===== src/hw/rtl/tnsf_pkg.sv =====
package tnsf_pkg;

  localparam int MAX_TAPS = 20;
  localparam int DATA_W   = 32;
  localparam int TAP_W    = $clog2(MAX_TAPS + 1);
  localparam int ADDR_W   = $clog2(MAX_TAPS);
  localparam int SH_W     = 5;
  localparam int CFG_IDX_W = 2;

  localparam logic OP_LOAD   = 1'b0;
  localparam logic OP_FILTER = 1'b1;

  typedef enum logic [CFG_IDX_W-1:0] {
    REG_ORDER = 2'd0,
    REG_SHIFT = 2'd1,
    REG_SCALE = 2'd2
  } reg_idx_t;

  typedef logic signed [DATA_W-1:0] word_t;

  typedef struct packed {
    logic              coef_we;
    logic [ADDR_W-1:0] coef_waddr;
    logic              rd_en;
    logic [ADDR_W-1:0] rd_addr;
    logic              dly_clear;
    logic              dly_push;
  } tap_ctrl_t;

  function automatic word_t sat34(input logic signed [DATA_W+1:0] v);
    word_t r;
    if (v[DATA_W+1:DATA_W-1] == 3'b000 || v[DATA_W+1:DATA_W-1] == 3'b111) begin
      r = v[DATA_W-1:0];
    end else if (v[DATA_W+1]) begin
      r = {1'b1, {(DATA_W-1){1'b0}}};
    end else begin
      r = {1'b0, {(DATA_W-1){1'b1}}};
    end
    return r;
  endfunction

  function automatic word_t shl_sat(input word_t a, input logic [SH_W-1:0] n);
    logic signed [2*DATA_W-2:0] w;
    word_t                      r;
    w = (2*DATA_W-1)'(a) <<< n;
    if (w[2*DATA_W-2:DATA_W-1] == {DATA_W{w[2*DATA_W-2]}}) begin
      r = w[DATA_W-1:0];
    end else if (w[2*DATA_W-2]) begin
      r = {1'b1, {(DATA_W-1){1'b0}}};
    end else begin
      r = {1'b0, {(DATA_W-1){1'b1}}};
    end
    return r;
  endfunction

endpackage


===== src/hw/rtl/tnsf_mac.sv =====
module tnsf_mac
  import tnsf_pkg::*;
(
  input  logic  clk,
  input  logic  rst_n,
  input  logic  acc_clr,
  input  logic  in_v,
  input  word_t dly,
  input  word_t coef,
  output logic  busy,
  output word_t acc
);

  logic signed [2*DATA_W-1:0] prod_r;
  logic                       prod_v_r;
  word_t                      acc_r;
  logic signed [DATA_W+1:0]   sum;

  always_ff @(posedge clk) begin
    if (in_v) begin
      prod_r <= dly * coef;
    end
  end

  always_ff @(posedge clk) begin
    if (!rst_n) begin
      prod_v_r <= 1'b0;
    end else begin
      prod_v_r <= in_v;
    end
  end

  // high word of the product is floor(d*c / 2^32)
  assign sum = {{2{acc_r[DATA_W-1]}}, acc_r}
             + {{2{prod_r[2*DATA_W-1]}}, prod_r[2*DATA_W-1:DATA_W]};

  always_ff @(posedge clk) begin
    if (acc_clr) begin
      acc_r <= '0;
    end else if (prod_v_r) begin
      acc_r <= sat34(sum);
    end
  end

  assign busy = prod_v_r;
  assign acc  = acc_r;

endmodule


===== config.mk =====
export PLATFORM = sky130hd
export DESIGN_NAME = tnsf_mac
export DESIGN_NICKNAME = d
export VERILOG_FILES = /design/src/hw/rtl/tnsf_pkg.sv /design/src/hw/rtl/tnsf_mac.sv
export SDC_FILE = /design/constraint.sdc
export NUM_CORES = 2
export LEC_CHECK = 0
export CAP_MARGIN = 10
export CORE_ASPECT_RATIO = 1.25
export CORE_MARGIN = 3
export CORE_UTILIZATION = 47
export CTS_CLUSTER_SIZE = 30
export DETAILED_ROUTE_END_ITERATION = 8
export DONT_BUFFER_PORTS = 1
export SYNTH_ARGS = -nofsm -noshare
export SYNTH_HDL_FRONTEND = slang
export SYNTH_SLANG_ARGS = --single-unit

===== constraint.sdc =====
create_clock -name clk -period 9.86 [get_ports clk]
set_input_delay 1.479 -clock clk [delete_from_list [all_inputs] [get_ports clk]]
set_output_delay 1.479 -clock clk [all_outputs]
set_load 0.005 [all_outputs]

# After elaboration in Yosys (flattened, before gate mapping)
# Cells that the tools add are included.
[totals] inputBits=68 ff_bits=97 wordCells=10 output_inout_bits=33
[op_classes] n_eq_ne=1 reduce_logical=2 add_sub_neg=1 mul=1 muxes=2
[op_table] cell="multiplier 32 x 32 -> 64 bit" count=1
[op_table] cell="two-way mux 32 bit" count=2
[op_table] cell="adder 32 x 32 -> 33 bit" count=1
[op_table] cell="== test 3 bit, second input constant" count=1
[op_table] cell="logical NOT 3 bit" count=1
[op_table] cell="logical OR 1 bit" count=1

# Depth between registers and ports, before layout
[depth] depth_word=4 depth_mapped=30 mapped_depth_nobuf=29

# Worst setup path after synthesis
# No wires, ideal clock.
[synth_path] path_kind="input-to-reg" from="in dly[31]" to="reg prod_r[58], data pin" path_buffers=1 required_time_ns=9.600 path_slack_ns=1.186 stages=26 setup_time_ns=0.260 t_arrival_ns=8.414 cell_sequence="clkbuf_1 nand2_1 inv_1 fa_1 fa_1 fa_1 inv_1 fa_1 inv_1 fa_1 inv_1 fa_1 fa_1 fa_1 inv_1 ha_1 a21oi_1 o211ai_1 a221oi_1 o21ai_0 a22o_1 a211oi_2 o21ai_2 a21oi_2 o21bai_2 xor2_1"
[synth_between] elab_chain_cells=1
[synth_rtl] element="start: declaration" line="tnsf_mac.sv:8" source="input word_t dly,"
[synth_rtl] element="multiplier 32 x 32 -> 64 bit" line="tnsf_mac.sv:21" source="prod_r <= dly * coef;"
[synth_rtl] element="end signal: assignment" line="tnsf_mac.sv:21"
[synth_rtl] element="end: declaration" line="tnsf_mac.sv:14" source="logic signed [2*DATA_W-1:0] prod_r;"
# No other way between the ends.
# A chain may end at the register's enable or synchronous reset.

# Worst setup path in the final report
[layout_path] from="in coef[5]" to="reg prod_r[50], data pin"
[layout_between] elab_chain_cells=1
[layout_rtl] element="start: declaration" line="tnsf_mac.sv:9" source="input word_t coef,"
[layout_rtl] element="multiplier 32 x 32 -> 64 bit" line="tnsf_mac.sv:21"
# No other way between the ends.

==> impl_results.md <==
* Status: finished clean
* Vias in the first global route at 30100
* Placed cell areas at 39800 um2
* CTS buffer count at 9
* Average wire per standard cell at 20.7 um
* Worst Path Buf+Inv at 6
* Post-synth EDFFs at 32
* CP most frequent cell: fa_1
* Synth top cells by count: fa_1, inv_1, and2_1
* Slew at the pin with the worst max-slew slack at 1.01 ns
* DRT antenna net count at 0
* CP Max Fanout at 32
* Final setup vio count at 0
* Worst Hold Endpoint: acc[28]
* Fin crit period at 8.97 ns
* Sequential-to-total area share from yosys stat at 4.13%
* Cells after DPL at 4995
* Synth Warn # at 0
* GR Util All Layers at 25.0%
* CTS Buffer Depth at 2
* Worst flop-to-flop path startpoint: prod_r[32]
* Worst reg2reg setup slack at 6.11 ns
* RSZ-0062 raised after global routing: false
* Hold buffers post-CTS at 0
* Share of the synthesized area in the top cell type at 55.2%
* Crit path max-delay family: adder cells
* First-pass GRT wire length at 167 mm
* Worst setup startpoint: coef[5]
* Routed wire length at 104 mm
* Vias/cell at 5.31
* Net Count, Synth at 5487
* Final Cycle Share at 91.0%
* Max Freq at 0.111 GHz
* Non-Filler Instances at 5012
* IO Port Bufs at 0
* Total number of vias at 26600
* Height of the die at 329 um
* Clk_skew at 0.0114 ns
* Crit path capture type: register
* Endpoints failing hold at 0
* Filler Cell Count at 7799
* Synth Instances at 4125
* Slew Viols, Final at 0
* Clk slew on worst S/H paths at 0.06 ns
* Fin area at 40200 um2
* Post-synthesis async set-or-reset flop share at 0%
* Most used DFF post-synth: dfxtp_1
* Num rows at 117
* Placer Congestion at 0.851
* Synth cell types at 69
* Initial Utilization at 47.8%
* Die Area at 87000 um2
* Reg2reg path depth at 14
* Cell taking the most area after synthesis: fa_1
* Worst min-delay path class: register to register
* Final HPWL DP at 84.3 mm
* Layout cells sized above 1 at 1.85%
* Slowest stage delay, CP at 0.57 ns
* Yosys reg bits at 65
* CTS tree: built
* # Post-CTS Setup Buffers at 0
* Reg2Reg Capture Point: acc[24]
* CP Launch Type: primary input
* CP max-delay cell: fa_1
* CTS resizes at 0
* Top post-synthesis cells by area: fa_1, inv_1, and2_1, ha_1, nand2_1
* Die X at 264 um
* HP Start: acc[28]
* Critical path data required time at 9.94 ns
* Top Ports at 101
* DRT iter0 DRCs at 1285
* Pin count of the biggest net entering global routing at 62
* Root Driver: clkbuf_16
* Avg Cell Area, Syn at 9.51 um2
* Max_cap viols at 0
* WS Path Type: primary input to register
* Fin Hold WS at 0.524 ns
* CTS Sinks at 65
* WP data arrival at 9.05 ns
* TNS Setup at 0 ns
* Most common cell in the netlist: fa_1
* Mapped Area at 39200 um2
* First drt pass iteration count at 5
* Worst skew pair latency at 0.34 ns
* Antenna violations before repair at 3
* Nets@finish at 5297
* Hold depth at 2
* Grt ovf at 0
* H-tree levels at 3
* Core area at 82100 um2
* DRC Markers at 0
* Synthesis-to-layout area growth at 2.46%
* Slew HR at 32.8%
==> layer usage <==
layer  GRT usage, %  share of wire (%)  up-vias
met1           27.1                 34    14200
met4           10.9                5.2        0
met2           48.7                 56      679
met3           3.20                4.6      208
li1               -                  -    11600
met5              0                  0        -
==> cell families after synthesis <==
logic type | count (synthesis) | share of synthesized area [%]
xor+xnor | 72 | 1.63
compound gates | 261 | 4.64
fa+ha+maj | 1319 | 62.6
flops | 65 | 4.13
buf+inv | 1202 | 11.6
simple gates | 1206 | 15.4
==> placed cells by master, fill, tap and decap left out, drive strengths merged, types with 3 or more instances in the layout <==
| cell type | n |
|---|---|
| a21oi | 79 |
| nand2 | 516 |
| and3 | 8 |
| dfxtp | 33 |
| clkinvlp | 3 |
| buf | 8 |
| and2 | 517 |
| and4 | 6 |
| ha | 212 |
| inv | 993 |
| bufinv | 4 |
| nand3 | 11 |
| nor2 | 92 |
| clkbuf | 9 |
| nand2b | 13 |
| a211oi | 38 |
| or3 | 3 |
| fa | 1082 |
| a31oi | 9 |
| nor2b | 7 |
| o21ai | 43 |
| o2111ai | 3 |
| nor3 | 12 |
| o21bai | 13 |
| o21a | 9 |
| nand4 | 13 |
| a21o | 30 |
| maj3 | 25 |
| a221oi | 4 |
| o211ai | 13 |
| xor2 | 26 |
| xnor2 | 46 |
| edfxtp | 32 |
==> worst max path at each step <==
stage          slack [ns]  depth (start not counted)    endpoint
2_1_floorplan        1.19                         26  prod_r[58]
5_1_grt              0.46                         21  prod_r[55]
4_1_cts              0.97                         21  prod_r[55]
3_5_place_dp         0.62                         21  prod_r[55]
3_3_place_gp         0.71                         22  prod_r[58]
6_report             0.89                         26  prod_r[50]
==> metrics by stage <==
| step | setup WS (ns) | util, % |
|---|---|---|
| after global placement | 0.712 | 48.5 |
| after floorplan | 1.19 | - |
| after detailed placement | 0.618 | 48.5 |
| after CTS | 0.967 | 48.9 |
| final | 0.888 | 49.0 |
| after global routing | 0.462 | 48.9 |
==> registers in the layout, indices dropped and copies added, names as in the netlist <==
register / flops
acc: 32
busy: 1
prod_r: 32
==> area by class of cell <==
| cell class | count | area (um2) | area share [%] |
|---|---|---|---|
| sequential | 65 | 1620 | 4.04 |
| inverter | 993 | 3730 | 9.27 |
| multi-input combinational | 2858 | 33100 | 82.3 |
| clock inverter | 7 | 143 | 0.355 |
| timing repair buffer | 8 | 60.1 | 0.149 |
| antenna | 1 | 2.50 | 0.00622 |
| clock buffer | 9 | 225 | 0.560 |
| tap | 1071 | 1340 | 3.33 |
==> worst register-to-register path, delay by kind of cell, from the launching register on <==
kind	cells	cell delay (ns)
compound gates	5	1.45
fa+ha+maj	3	0.79
buf+inv	3	0.61
flops	1	0.42
simple gates	3	0.39
Power is not shown: default switching activity piles up to over one toggle a cycle in this logic, so the estimate is an artifact.
